--- config.mk ---
export PLATFORM = sky130hd
export DESIGN_NAME = fmm_fpu
export DESIGN_NICKNAME = d
export VERILOG_FILES = /design/src/rtl/fmm_pkg.sv /design/src/rtl/fmm_round.sv /design/src/rtl/fmm_fpu.sv
export SDC_FILE = /design/constraint.sdc
export NUM_CORES = 2
export LEC_CHECK = 0
export ABC_AREA = 0
export BUFFER_PORTS_ARGS = -buffer_cell sky130_fd_sc_hd__buf_2
export CAP_MARGIN = 0
export CORE_ASPECT_RATIO = 1.1
export CORE_MARGIN = 4
export CORE_UTILIZATION = 50
export CTS_CLUSTER_DIAMETER = 80
export CTS_CLUSTER_SIZE = 8
export DETAILED_ROUTE_END_ITERATION = 10
export HOLD_SLACK_MARGIN = 0.15
export PLACE_DENSITY = 0.74
export SETUP_SLACK_MARGIN = 0.3
export SYNTH_ARGS = -nofsm -noshare
export SYNTH_HDL_FRONTEND = slang
export SYNTH_SLANG_ARGS = --single-unit
--- constraint.sdc ---
create_clock -name clk -period 9.35 [get_ports clk]
set_input_delay 1.4025 -clock clk [delete_from_list [all_inputs] [get_ports clk]]
set_output_delay 1.4025 -clock clk [all_outputs]
set_load 0.03 [all_outputs]
--- src/rtl/fmm_pkg.sv ---
// fmm_pkg: shared types, request codes and float helpers for the matrix multiply engine
// no dependencies
`default_nettype none
package fmm_pkg;
	localparam logic [1:0] REQ_WRITE_A = 2'd0;
	localparam logic [1:0] REQ_WRITE_B = 2'd1;
	localparam logic [1:0] REQ_COMPUTE = 2'd2;
	localparam int unsigned ROW_RESULTS = 64;
	localparam logic [31:0] QNAN = 32'h7FC0_0000;
	localparam logic [31:0] PINF = 32'h7F80_0000;

	typedef struct packed {
		logic [1:0]  req_type;
		logic [11:0] elem_index;
		logic [5:0]  row_select;
		logic [31:0] elem_bits;
	} req_t;

	typedef struct packed {
		logic [5:0]  col_index;
		logic [31:0] result_bits;
		logic        last_of_row;
		logic        row_error;
	} res_t;

	// operand classification passed between the float stages
	typedef struct packed {
		logic        special;
		logic [31:0] special_val;
		logic        sign;
		logic [9:0]  exp;
		logic [63:0] sig;
	} fpre_t;

	function automatic logic is_nan(input logic [31:0] x);
		return x[30:0] > PINF[30:0];
	endfunction
	function automatic logic is_inf(input logic [31:0] x);
		return x[30:0] == PINF[30:0];
	endfunction
	function automatic logic is_zero(input logic [31:0] x);
		return x[30:0] == 31'd0;
	endfunction
endpackage
`default_nettype wire

--- src/rtl/fmm_round.sv ---
// fmm_round: normalizing round-to-nearest-even packer, iterative shift search
// depends on fmm_pkg
`default_nettype none
module fmm_round (
	input  wire logic        clk,
	input  wire logic        arst_n,
	input  wire logic        start,
	input  wire logic        sign,
	input  wire logic [11:0] exp,
	input  wire logic [63:0] sig,
	output logic             done,
	output logic [31:0]      result
);
	import fmm_pkg::*;
	localparam logic [1:0] ST_IDLE = 2'd0;
	localparam logic [1:0] ST_NORM = 2'd1;
	localparam logic [1:0] ST_PACK = 2'd2;

	logic [1:0]  state_q;
	logic        sign_q;
	logic signed [11:0] exp_q;
	logic [63:0] sig_q;
	logic [63:0] den_sig;
	logic [5:0]  den_sh;
	logic        den_sticky;
	logic [24:0] keep;
	logic [38:0] rem;
	logic [24:0] keep_r;
	logic [32:0] bits;

	always_comb begin
		den_sh = 6'd0;
		if (exp_q < 12'sd1) begin
			den_sh = (exp_q < -12'sd61) ? 6'd63 : 6'(12'sd1 - exp_q);
		end
		den_sticky = 1'b0;
		for (int i = 0; i < 64; i++) begin
			if (i < int'(den_sh) && sig_q[i]) begin
				den_sticky = 1'b1;
			end
		end
		den_sig = (sig_q >> den_sh) | {63'd0, den_sticky};
		keep = {1'b0, den_sig[62:39]};
		rem = den_sig[38:0];
		keep_r = keep;
		if (rem > {1'b1, 38'd0} || (rem == {1'b1, 38'd0} && keep[0])) begin
			keep_r = keep + 25'd1;
		end
		if (exp_q < 12'sd1) begin
			bits = {33'd0} + 33'(keep_r);
		end else begin
			bits = {(10'(exp_q) - 10'd1), 23'd0} + 33'(keep_r);
		end
	end

	always_ff @(posedge clk or negedge arst_n) begin
		if (!arst_n) begin
			state_q <= ST_IDLE;
			done <= 1'b0;
		end else begin
			done <= 1'b0;
			unique case (state_q)
				ST_IDLE: begin
					if (start) begin
						state_q <= ST_NORM;
					end
				end
				ST_NORM: begin
					if (sig_q[63] || sig_q[62]) begin
						state_q <= ST_PACK;
					end
				end
				ST_PACK: begin
					state_q <= ST_IDLE;
					done <= 1'b1;
				end
				default: state_q <= ST_IDLE;
			endcase
		end
	end

	always_ff @(posedge clk) begin
		unique case (state_q)
			ST_IDLE: begin
				sign_q <= sign;
				exp_q <= $signed(exp);
				sig_q <= sig;
			end
			ST_NORM: begin
				if (sig_q[63]) begin
					sig_q <= {1'b0, sig_q[63:2], sig_q[1] | sig_q[0]};
					exp_q <= exp_q + 12'sd1;
				end else if (!sig_q[62]) begin
					// up to eight places a cycle
					if (sig_q[62:55] == 8'd0) begin
						sig_q <= sig_q << 8;
						exp_q <= exp_q - 12'sd8;
					end else begin
						sig_q <= sig_q << 1;
						exp_q <= exp_q - 12'sd1;
					end
				end
			end
			ST_PACK: begin
				if (exp_q >= 12'sd255 || bits >= 33'(PINF)) begin
					result <= {sign_q, PINF[30:0]};
				end else begin
					result <= {sign_q, bits[30:0]};
				end
			end
			default: ;
		endcase
	end
endmodule
`default_nettype wire

--- src/rtl/fmm_fpu.sv ---
// fmm_fpu: multiply then add into accumulator, shared rounding unit
// depends on fmm_pkg, fmm_round
`default_nettype none
module fmm_fpu (
	input  wire logic        clk,
	input  wire logic        arst_n,
	input  wire logic        start,
	input  wire logic [31:0] a,
	input  wire logic [31:0] b,
	input  wire logic [31:0] acc,
	output logic             done,
	output logic [31:0]      sum
);
	import fmm_pkg::*;
	localparam logic [2:0] ST_IDLE  = 3'd0;
	localparam logic [2:0] ST_MUL   = 3'd1;
	localparam logic [2:0] ST_MWAIT = 3'd2;
	localparam logic [2:0] ST_ADD   = 3'd3;
	localparam logic [2:0] ST_ALIGN = 3'd4;
	localparam logic [2:0] ST_AWAIT = 3'd5;

	logic [2:0]  state_q;
	logic [31:0] a_q, b_q, acc_q, x_q, y_q;
	logic [31:0] prod_next;
	logic [47:0] mprod;
	logic        mul_special;
	logic        r_start, r_done, r_sign;
	logic [11:0] r_exp;
	logic [63:0] r_sig;
	logic [31:0] r_res;
	logic [63:0] al_q, bl_q;
	logic        add_sub_q;
	logic [9:0]  ea_q;
	logic        sa_q;
	logic [8:0]  dshift;
	logic [63:0] bl_sh;
	logic        bl_sticky;
	logic [23:0] ma, mb, mx, my;
	logic [7:0]  exa, exb;

	fmm_round u_round (
		.clk(clk), .arst_n(arst_n), .start(r_start), .sign(r_sign),
		.exp(r_exp), .sig(r_sig), .done(r_done), .result(r_res)
	);

	always_comb begin
		ma = (a_q[30:23] == 8'd0) ? {1'b0, a_q[22:0]} : {1'b1, a_q[22:0]};
		mb = (b_q[30:23] == 8'd0) ? {1'b0, b_q[22:0]} : {1'b1, b_q[22:0]};
		exa = (a_q[30:23] == 8'd0) ? 8'd1 : a_q[30:23];
		exb = (b_q[30:23] == 8'd0) ? 8'd1 : b_q[30:23];
		mprod = ma * mb;
		mul_special = is_nan(a_q) || is_nan(b_q) || is_inf(a_q) || is_inf(b_q)
			|| is_zero(a_q) || is_zero(b_q);
		if (state_q == ST_MWAIT) begin
			prod_next = r_res;
		end else if (is_nan(a_q) || is_nan(b_q)) begin
			prod_next = QNAN;
		end else if (is_inf(a_q) || is_inf(b_q)) begin
			prod_next = (is_zero(a_q) || is_zero(b_q)) ? QNAN
				: {a_q[31] ^ b_q[31], PINF[30:0]};
		end else begin
			prod_next = {a_q[31] ^ b_q[31], 31'd0};
		end
		mx = (x_q[30:23] == 8'd0) ? {1'b0, x_q[22:0]} : {1'b1, x_q[22:0]};
		my = (y_q[30:23] == 8'd0) ? {1'b0, y_q[22:0]} : {1'b1, y_q[22:0]};
		dshift = {1'b0, (x_q[30:23] == 8'd0) ? 8'd1 : x_q[30:23]}
			- {1'b0, (y_q[30:23] == 8'd0) ? 8'd1 : y_q[30:23]};
		bl_sticky = 1'b0;
		for (int i = 0; i < 64; i++) begin
			if ((i < int'(dshift) || dshift > 9'd63) && bl_q[i]) begin
				bl_sticky = 1'b1;
			end
		end
		bl_sh = (dshift > 9'd63) ? 64'd0 : (bl_q >> dshift[5:0]);
		bl_sh[0] = bl_sh[0] | bl_sticky;
		r_start = 1'b0;
		r_sign = 1'b0;
		r_exp = 12'd0;
		r_sig = 64'd0;
		if (state_q == ST_MUL && !mul_special) begin
			r_start = 1'b1;
			r_sign = a_q[31] ^ b_q[31];
			// product exponent ea+eb-111 as 12-bit two's complement
			r_exp = {4'd0, exa} + {4'd0, exb} - 12'd111;
			r_sig = {16'd0, mprod};
		end else if (state_q == ST_ALIGN) begin
			r_start = 1'b1;
			r_sign = sa_q;
			r_exp = {2'b0, ea_q};
			r_sig = add_sub_q ? (al_q - bl_sh) : (al_q + bl_sh);
		end
	end

	always_ff @(posedge clk or negedge arst_n) begin
		if (!arst_n) begin
			state_q <= ST_IDLE;
			done <= 1'b0;
		end else begin
			done <= 1'b0;
			unique case (state_q)
				ST_IDLE: if (start) state_q <= ST_MUL;
				ST_MUL: begin
					if (mul_special) begin
						state_q <= ST_ADD;
					end else begin
						state_q <= ST_MWAIT;
					end
				end
				ST_MWAIT: if (r_done) state_q <= ST_ADD;
				ST_ADD: begin
					if (is_nan(x_q) || is_nan(y_q) || is_inf(x_q) || is_inf(y_q)
						|| is_zero(x_q) || is_zero(y_q) || (x_q[30:0] == y_q[30:0]
						&& x_q[31] != y_q[31])) begin
						state_q <= ST_IDLE;
						done <= 1'b1;
					end else begin
						state_q <= ST_ALIGN;
					end
				end
				ST_ALIGN: state_q <= ST_AWAIT;
				ST_AWAIT: begin
					if (r_done) begin
						state_q <= ST_IDLE;
						done <= 1'b1;
					end
				end
				default: state_q <= ST_IDLE;
			endcase
		end
	end

	always_ff @(posedge clk) begin
		if (state_q == ST_IDLE) begin
			a_q <= a;
			b_q <= b;
			acc_q <= acc;
		end
		if (state_q == ST_ADD) begin
			if (is_nan(x_q) || is_nan(y_q)) begin
				sum <= QNAN;
			end else if (is_inf(x_q) && is_inf(y_q)) begin
				sum <= (x_q[31] == y_q[31]) ? x_q : QNAN;
			end else if (is_inf(x_q)) begin
				sum <= x_q;
			end else if (is_inf(y_q)) begin
				sum <= y_q;
			end else if (is_zero(x_q) && is_zero(y_q)) begin
				sum <= {x_q[31] & y_q[31], 31'd0};
			end else if (is_zero(x_q)) begin
				sum <= y_q;
			end else if (is_zero(y_q)) begin
				sum <= x_q;
			end else if (x_q[30:0] == y_q[30:0] && x_q[31] != y_q[31]) begin
				sum <= 32'd0;
			end
			al_q <= {1'b0, mx, 39'd0};
			bl_q <= {1'b0, my, 39'd0};
			sa_q <= x_q[31];
			add_sub_q <= x_q[31] != y_q[31];
			ea_q <= {2'b0, (x_q[30:23] == 8'd0) ? 8'd1 : x_q[30:23]};
		end
		if (state_q == ST_AWAIT && r_done) begin
			sum <= r_res;
		end
	end

	// order the adder operands by magnitude
	always_ff @(posedge clk) begin
		if ((state_q == ST_MUL && mul_special) || (state_q == ST_MWAIT && r_done)) begin
			if (acc_q[30:0] < prod_next[30:0]) begin
				x_q <= prod_next;
				y_q <= acc_q;
			end else begin
				x_q <= acc_q;
				y_q <= prod_next;
			end
		end
	end
endmodule
`default_nettype wire

* Yosys cells after proc, flatten, opt, wreduce, memory -nomap -nowiden
Index checks and enable logic that the tools add are counted.
** Cells by class
- Reduce and logical (&&, ||, !) cells :: 155
- $lt $le $gt $ge :: 98
- $mul :: 1
- Bitwise logic cells :: 5
- Shift-type cells :: 2
- Mux-type cells :: 147
- $add $sub $neg :: 12
- Equality and inequality tests :: 21
** Operators with widths (count)
- $mux 32 :: 17
- $mux 64 :: 7
- $lt 6x9->1 const A :: 24
- $lt 6x6->1 const A :: 31
- $pmux 64 s2 :: 1
- $eq 31x31->1 const B :: 4
- $gt 31x31->1 const B :: 4
- $logic_not 31->1 :: 4
- $lt 5x6->1 const A :: 16
- $mux 24 :: 4
- $logic_and 1x1->1 :: 95
- $mux 1 :: 95
- $add 63x64->64 :: 1
- $shr 63x6->64 :: 1
- $shr 64x6->63 :: 1
- $sub 63x64->64 :: 1
- $or 63x1->63 :: 1
- $lt 4x6->1 const A :: 8
- $mul 24x24->48 :: 1
- $mux 12 :: 4
- $logic_or 1x1->1 :: 41
- $logic_not 8->1 :: 5
- $mux 8 :: 5
- $eq 39x39->1 const B :: 1
- other kinds (50) :: 69
** Word-level totals
- Input bits :: 99
- Word-level logic and storage cells :: 462
- Bits in registers :: 366
- Output and inout bits :: 33

* Longest topological paths before layout
- Depth in word-level cells :: 77
- Mapped depth :: 33
- Gate-level depth less buffers :: 30

* Hierarchy
Synthesis repeated with hierarchy kept, for this count alone.
** Unflattened totals
- Cell total of the unflattened synthesis :: 5891
- Area total of the unflattened synthesis :: 50283.2 um^2
** Modules (own cells, without submodules)
- fmm_fpu :: area each 37587.3 um^2, seq. area each 7607.3 um^2, cells an instance 4102, instances 1
- fmm_round :: area each 12695.9 um^2, seq. area each 3348.2 um^2, cells an instance 1789, instances 1

* Worst setup path before layout
OpenSTA, ideal clock, no wires.
- Path kind :: reg2reg
- Start point :: register state_q[1]
- End point :: register a_q[0] (enable)
- Cell stages (with the launch flop) :: 4
- Buffers on the path :: 2
- Data required time :: 8.682 ns
- Library setup time :: 0.668 ns
- Setup slack :: 1.324 ns
- Period minus slack after synthesis :: 8.026 ns
- Data arrival time :: 7.358 ns
- Path through :: dfrtp_1 > clkbuf_1 > clkbuf_1 > nor3_1
** Between the ends
- Cells in the longest elaborated chain, start to end :: 1
** RTL lines
- start: declaration :: line fmm_fpu.sv:22 : logic [2:0] state_q;
- start signal: assignment :: line fmm_fpu.sv:96 : state_q <= ST_IDLE;
- start signal: assignment :: line fmm_fpu.sv:101 : ST_IDLE: if (start) state_q <= ST_MUL;
- start signal: assignment :: line fmm_fpu.sv:104 : state_q <= ST_ADD;
- $logic_not 3->1 :: line fmm_fpu.sv:133 : if (state_q == ST_IDLE) begin
- end signal: assignment :: line fmm_fpu.sv:134 : a_q <= a;
- end: declaration :: line fmm_fpu.sv:23 : logic [31:0] a_q, b_q, acc_q, x_q, y_q;
Every way passes these cells.
A chain may end at the register's enable or synchronous reset.

* Final worst setup path
- Start point :: register a_q[3]
- End point :: register u_round.sig_q[40], data pin
** Between the ends
- Cells in the longest elaborated chain, start to end :: 10
- Elaborated cells on any way between the ends :: 14
- Those cells by class :: 1 x mul; 1 x order compare; 1 x eq/ne; 3 x mux; 8 x reduce/logical
** RTL lines
- branches (longest 8 deep; another with $mul 24x24->48)
- $mux 64 * :: line fmm_fpu.sv:80 : if (state_q == ST_MUL && !mul_special) begin
- $pmux 64 s2 * :: line fmm_round.sv:83 : unique case (state_q)
- end signal: assignment :: line fmm_round.sv:87 : sig_q <= sig;
- end signal: assignment :: line fmm_round.sv:91 : sig_q <= {1'b0, sig_q[63:2], sig_q[1] | sig_q[0]};
- end signal: assignment :: line fmm_round.sv:96 : sig_q <= sig_q << 8;
- end: declaration :: line fmm_round.sv:22 : logic [63:0] sig_q;
Every way passes the cells marked *.

==> results.md <==
Run status:
- The run finished with clean final reports.

STA:
- The least setup slack across all paths after layout is roughly 0.61 ns.
- After routing, the total negative slack on setup checks comes to 0 ns.
- Setup repair after global routing could not meet its margin everywhere.
- In the finished design, the share of the clock period the worst path needs comes to 0.934.
- For the finished layout, the period the worst path requires is 8.74 ns.
- At the pin with the least slew margin, the transition time is around 1.2 ns.
- The maximum frequency from static timing analysis is around 110 MHz.
- The count of endpoints failing hold in the final timing report is 0.
- The normalized max-slew margin is 0.183.
- For the final database, setup skew stands at 0.0599 ns.
- Setup violations remaining at the end of the flow were counted as 0.
- The count of pins over their slew limit is 0.

Layout:
- After filler insertion, the fill cell instance count of the layout stands at 8760.
- The final net count is between 6000 and 7000.
- The post-route cell area is ~52000 µm².
- The number of non-filler instances in the completed layout is between 6000 and 7000.
- Of the cells placed in the final design, the portion with a size suffix greater than 1 is 0.0941.
- The area growth from synthesis to layout is 7.65%.

Yosys:
- Each instance of the synthesized netlist takes up on average between 8 and 9 µm².
- The most used flip-flop cell after synthesis is sky130_fd_sc_hd__edfxtp_1.
- The count of mapped cells out of synthesis is about 5600.
- The number of synthesized register bits is between 300 and 400.
- The part of the Yosys area used for sequential elements is 0.225.
- The count of warnings emitted by yosys is 0.
- The post-synthesis net count is 6432.
- The area share of the largest cell type after synthesis is 0.222.
- The most area-hungry cell type in the Yosys netlist is sky130_fd_sc_hd__edfxtp_1.
- After synthesis the cells add up to a little under 50000 µm².
- The share of synthesized flip-flops with an asynchronous set or reset is 0.0191.
- The number of enable-type register cells in the synthesized netlist is between 300 and 400.
- Yosys attributes the largest share of cell area to sky130_fd_sc_hd__edfxtp_1, sky130_fd_sc_hd__fa_1, sky130_fd_sc_hd__ha_1.
- Yosys mapped the design onto 100 distinct sky130hd cell types.

Global route:
- The largest net degree at the start of global routing is 78.
- The via count of the first global-routing pass was 42600.
- The global-route wire length before repair is between 200000 and 300000 µm.
- The initial antenna violation count is 7.
- In the global route stage, overall resource usage came out at 0.316.
- Summed over all layers, the global routing overflow is 0.

Hold path:
- The worst hold path passes through 0 cells.
- The classification of the worst-slack hold path is reg -> reg.
- The launch point of the worst hold path is u_round.sign_q$_DFFE_PP_.
- The worst hold endpoint is u_round.result[31]$_DFFE_PP_.

Routing:
- The count of nets left with antenna violations once routing finished came out at 0.
- The number of DRC markers after the initial detailed-route iteration is approximately 4800.
- The post-detailed-route DRC marker count is 0.
- The final wirelength is roughly 160000 µm.
- The first TritonRoute pass finished after 9 iterations.
- The routed wire length per instance is between 20 and 25 µm.
- Dividing the detail-routed via count by the number of cells gives between 6 and 7.
- Across all layers, the routed design uses 43200 vias.

Floorplanning:
- The number of top-level design ports is 132.
- The initial core utilization is 0.506.
- After floorplanning, the core was sized to cover ~96000 µm².
- The die area is 102000 µm².
- The floorplan step set the die height to around 340 µm.
- Measured along the x axis, the die boundary spans 305 µm.
- In this run the core area contains ~120 standard-cell rows.

Setup path:
- The largest fanout of any net on the critical path is 17.
- The cell depth of the worst flop-to-flop path is 25.
- The slack of the worst reg-to-reg path is 0.61 ns.
- The endpoint type of the worst setup path is a flop.
- The destination of the worst register-to-register timing path is u_round.sig_q[40]$_DFFE_PP_.
- The critical setup path kind is reg -> reg.
- The startpoint class of the critical path is a flop.
- The arrival time at the worst endpoint is 9.09 ns.
- For the worst setup path, the data required time is between 9 and 10 ns.
- The worst register-to-register path begins at a_q[3]$_DFFE_PN_.

Placement:
- The count of input and output buffers is about 130.
- The HPWL after detailed placement is 128000 µm.
- The number of placed instances with taps included is between 6000 and 7000.
- Routability-driven placement finished with a final weighted congestion of around 1.1.
- The worst-case setup slack after placement is between 0.5 and 0.6 ns.
- The instance area at placement is around 51000 µm².

CTS:
- The root buffer cell is sky130_fd_sc_hd__clkbuf_16.
- In this run, post-CTS hold repair placed 0 buffers.
- TritonCTS built the clock tree.
- The total number of clock tree sinks is between 300 and 400.
- The later pin in the worst-skew pair is clocked with a latency of a little under 0.7 ns.
- The maximum count of clock buffers along a single path is 3.
- The clock transition at the register clock pins on the worst setup and hold paths after CTS is about 0.060 ns.
- The number of buffers inserted during clock tree synthesis is 54.
- The H-tree was split into 2 levels.

Job:
- The max-cap violation count is 0.
-- kinds of logic (layout without fill, tap and decap cells) --
| logic type | Yosys count | in the layout | share of synthesized area |
|---|---|---|---|
| AOI/OAI and AO/OA | 1148 | 1148 | 0.154 |
| xor gates and xnor gates | 170 | 170 | 0.0308 |
| adders and majority gates | 775 | 775 | 0.274 |
| buffers and inverters | 1033 | 1008 | 0.0817 |
| DFF | 366 | 366 | 0.225 |
| muxes | 220 | 220 | 0.0564 |
| other | 0 | 7 | 0 |
| and+or+nand+nor | 1847 | 1847 | 0.178 |
-- metal layers --
metal,track usage,up-vias,share of wire
li1,-,19000,-
met1,0.408,21100,0.38
met2,0.500,2444,0.46
met3,0.0602,562,0.094
met4,0.179,2,0.069
met5,0,-,0.000079
-- through the flow --
| step | hold slack [ns] | util |
|---|---|---|
| after detailed placement | 0.426 | 0.527 |
| after global routing | 0.445 | 0.544 |
| final | 0.431 | 0.545 |
| after CTS | 0.432 | 0.543 |
| after global placement | 0.410 | 0.527 |
| after floorplan | 0.400 | - |
-- synth_stat cells, drive strengths merged, types with 99 or more instances --
library cell / n
a21oi: 308
inv: 618
xnor2: 107
fa: 486
nand2: 839
edfxtp: 359
nor3: 99
mux2i: 128
ha: 288
o21ai: 284
nor2: 280
and2: 210
clkbuf: 348
-- cell type report --
| cell class | instances | area (µm²) | area share |
|---|---|---|---|
| clock buffers | 78 | 1440 | 0.0275 |
| repair buffers | 303 | 2020 | 0.0387 |
| well taps | 1270 | 1590 | 0.0303 |
| diodes | 7 | 17.5 | 0.000334 |
| inverters | 619 | 2320 | 0.0444 |
| flip-flops and latches | 366 | 11000 | 0.209 |
| multi-input cells | 4160 | 33900 | 0.647 |
| clock inverters | 8 | 148 | 0.00282 |
-- worst max path at each step --
stage,end,cells past startpoint,slack [ns],from
3_3_place_gp,u_round.sig_q[40]$_DFFE_PP_,24,0.61,a_q[9]$_DFFE_PN_
2_1_floorplan,a_q[0]$_DFFE_PN_,3,1.32,state_q[1]$_DFFE_PN0P_
6_report,u_round.sig_q[40]$_DFFE_PP_,25,0.61,a_q[3]$_DFFE_PN_
4_1_cts,u_round.sig_q[40]$_DFFE_PP_,24,0.56,a_q[9]$_DFFE_PN_
3_5_place_dp,u_round.sig_q[40]$_DFFE_PP_,24,0.60,a_q[9]$_DFFE_PN_
5_1_grt,u_round.sig_q[40]$_DFFE_PP_,25,0.25,b_q[5]$_DFFE_PN_
-- what timing repair did --
| action | CTS | global route |
|---|---|---|
| setup endpoints to repair | 0 | 9 |
| setup buffers | 0 | 14 |
| gates resized for setup | 0 | 1 |
-- layout by cell type (no fill, tap or decap), types with 54 or more instances in the layout --
cell	synthesis	layout
sky130_fd_sc_hd__xor2_1	63	61
sky130_fd_sc_hd__xnor2_1	106	104
sky130_fd_sc_hd__clkbuf_16	0	54
sky130_fd_sc_hd__and2_1	209	208
sky130_fd_sc_hd__nand3_1	90	90
sky130_fd_sc_hd__fa_1	486	485
sky130_fd_sc_hd__edfxtp_1	359	359
sky130_fd_sc_hd__nor2_1	279	275
sky130_fd_sc_hd__buf_2	27	131
sky130_fd_sc_hd__inv_1	618	617
sky130_fd_sc_hd__mux2i_1	128	128
sky130_fd_sc_hd__nand4_1	63	63
sky130_fd_sc_hd__buf_4	5	164
sky130_fd_sc_hd__o21ai_0	280	279
sky130_fd_sc_hd__mux2_2	54	54
sky130_fd_sc_hd__nor3_1	99	95
sky130_fd_sc_hd__a21o_1	57	57
sky130_fd_sc_hd__a221oi_1	60	60
sky130_fd_sc_hd__nor4_1	59	59
sky130_fd_sc_hd__a21oi_1	308	308
sky130_fd_sc_hd__ha_1	288	288
sky130_fd_sc_hd__nand2_1	839	839
-- sequential cells by signal, indices dropped and copies added, names as in the netlist --
register,flops
a_q,32
u_round.sig_q,64
bl_q,24
u_round.sign_q,1
u_round.exp_q,12
y_q,32
b_q,32
acc_q,32
state_q,3
done,1
x_q,32
add_sub_q,1
u_round.result,32
al_q,24
u_round.done,1
sum,32
u_round.state_q,2
sa_q,1
ea_q,8
-- critical path, cell delays in order, from the launching register on --
cell and delay, ns:
sky130_fd_sc_hd__edfxtp_1 0.91, sky130_fd_sc_hd__buf_4 0.30, sky130_fd_sc_hd__nand2_1 0.10, sky130_fd_sc_hd__fa_1 0.55
sky130_fd_sc_hd__inv_1 0.06, sky130_fd_sc_hd__fa_1 0.47, sky130_fd_sc_hd__ha_1 0.26, sky130_fd_sc_hd__fa_1 0.50
sky130_fd_sc_hd__fa_1 0.49, sky130_fd_sc_hd__inv_1 0.06, sky130_fd_sc_hd__fa_1 0.53, sky130_fd_sc_hd__inv_1 0.06
sky130_fd_sc_hd__fa_1 0.51, sky130_fd_sc_hd__ha_1 0.36, sky130_fd_sc_hd__a211oi_1 0.55, sky130_fd_sc_hd__o311a_1 0.31
sky130_fd_sc_hd__o21ai_0 0.19, sky130_fd_sc_hd__a211o_1 0.38, sky130_fd_sc_hd__o21ai_0 0.25, sky130_fd_sc_hd__o21bai_1 0.21
sky130_fd_sc_hd__a211oi_1 0.51, sky130_fd_sc_hd__o21ai_0 0.21, sky130_fd_sc_hd__a31oi_1 0.24, sky130_fd_sc_hd__xnor2_1 0.08
sky130_fd_sc_hd__a221oi_1 0.25, sky130_fd_sc_hd__o21ai_0 0.12
Power is not shown: default switching activity piles up to over one toggle a cycle in this logic, so the estimate is an artifact.
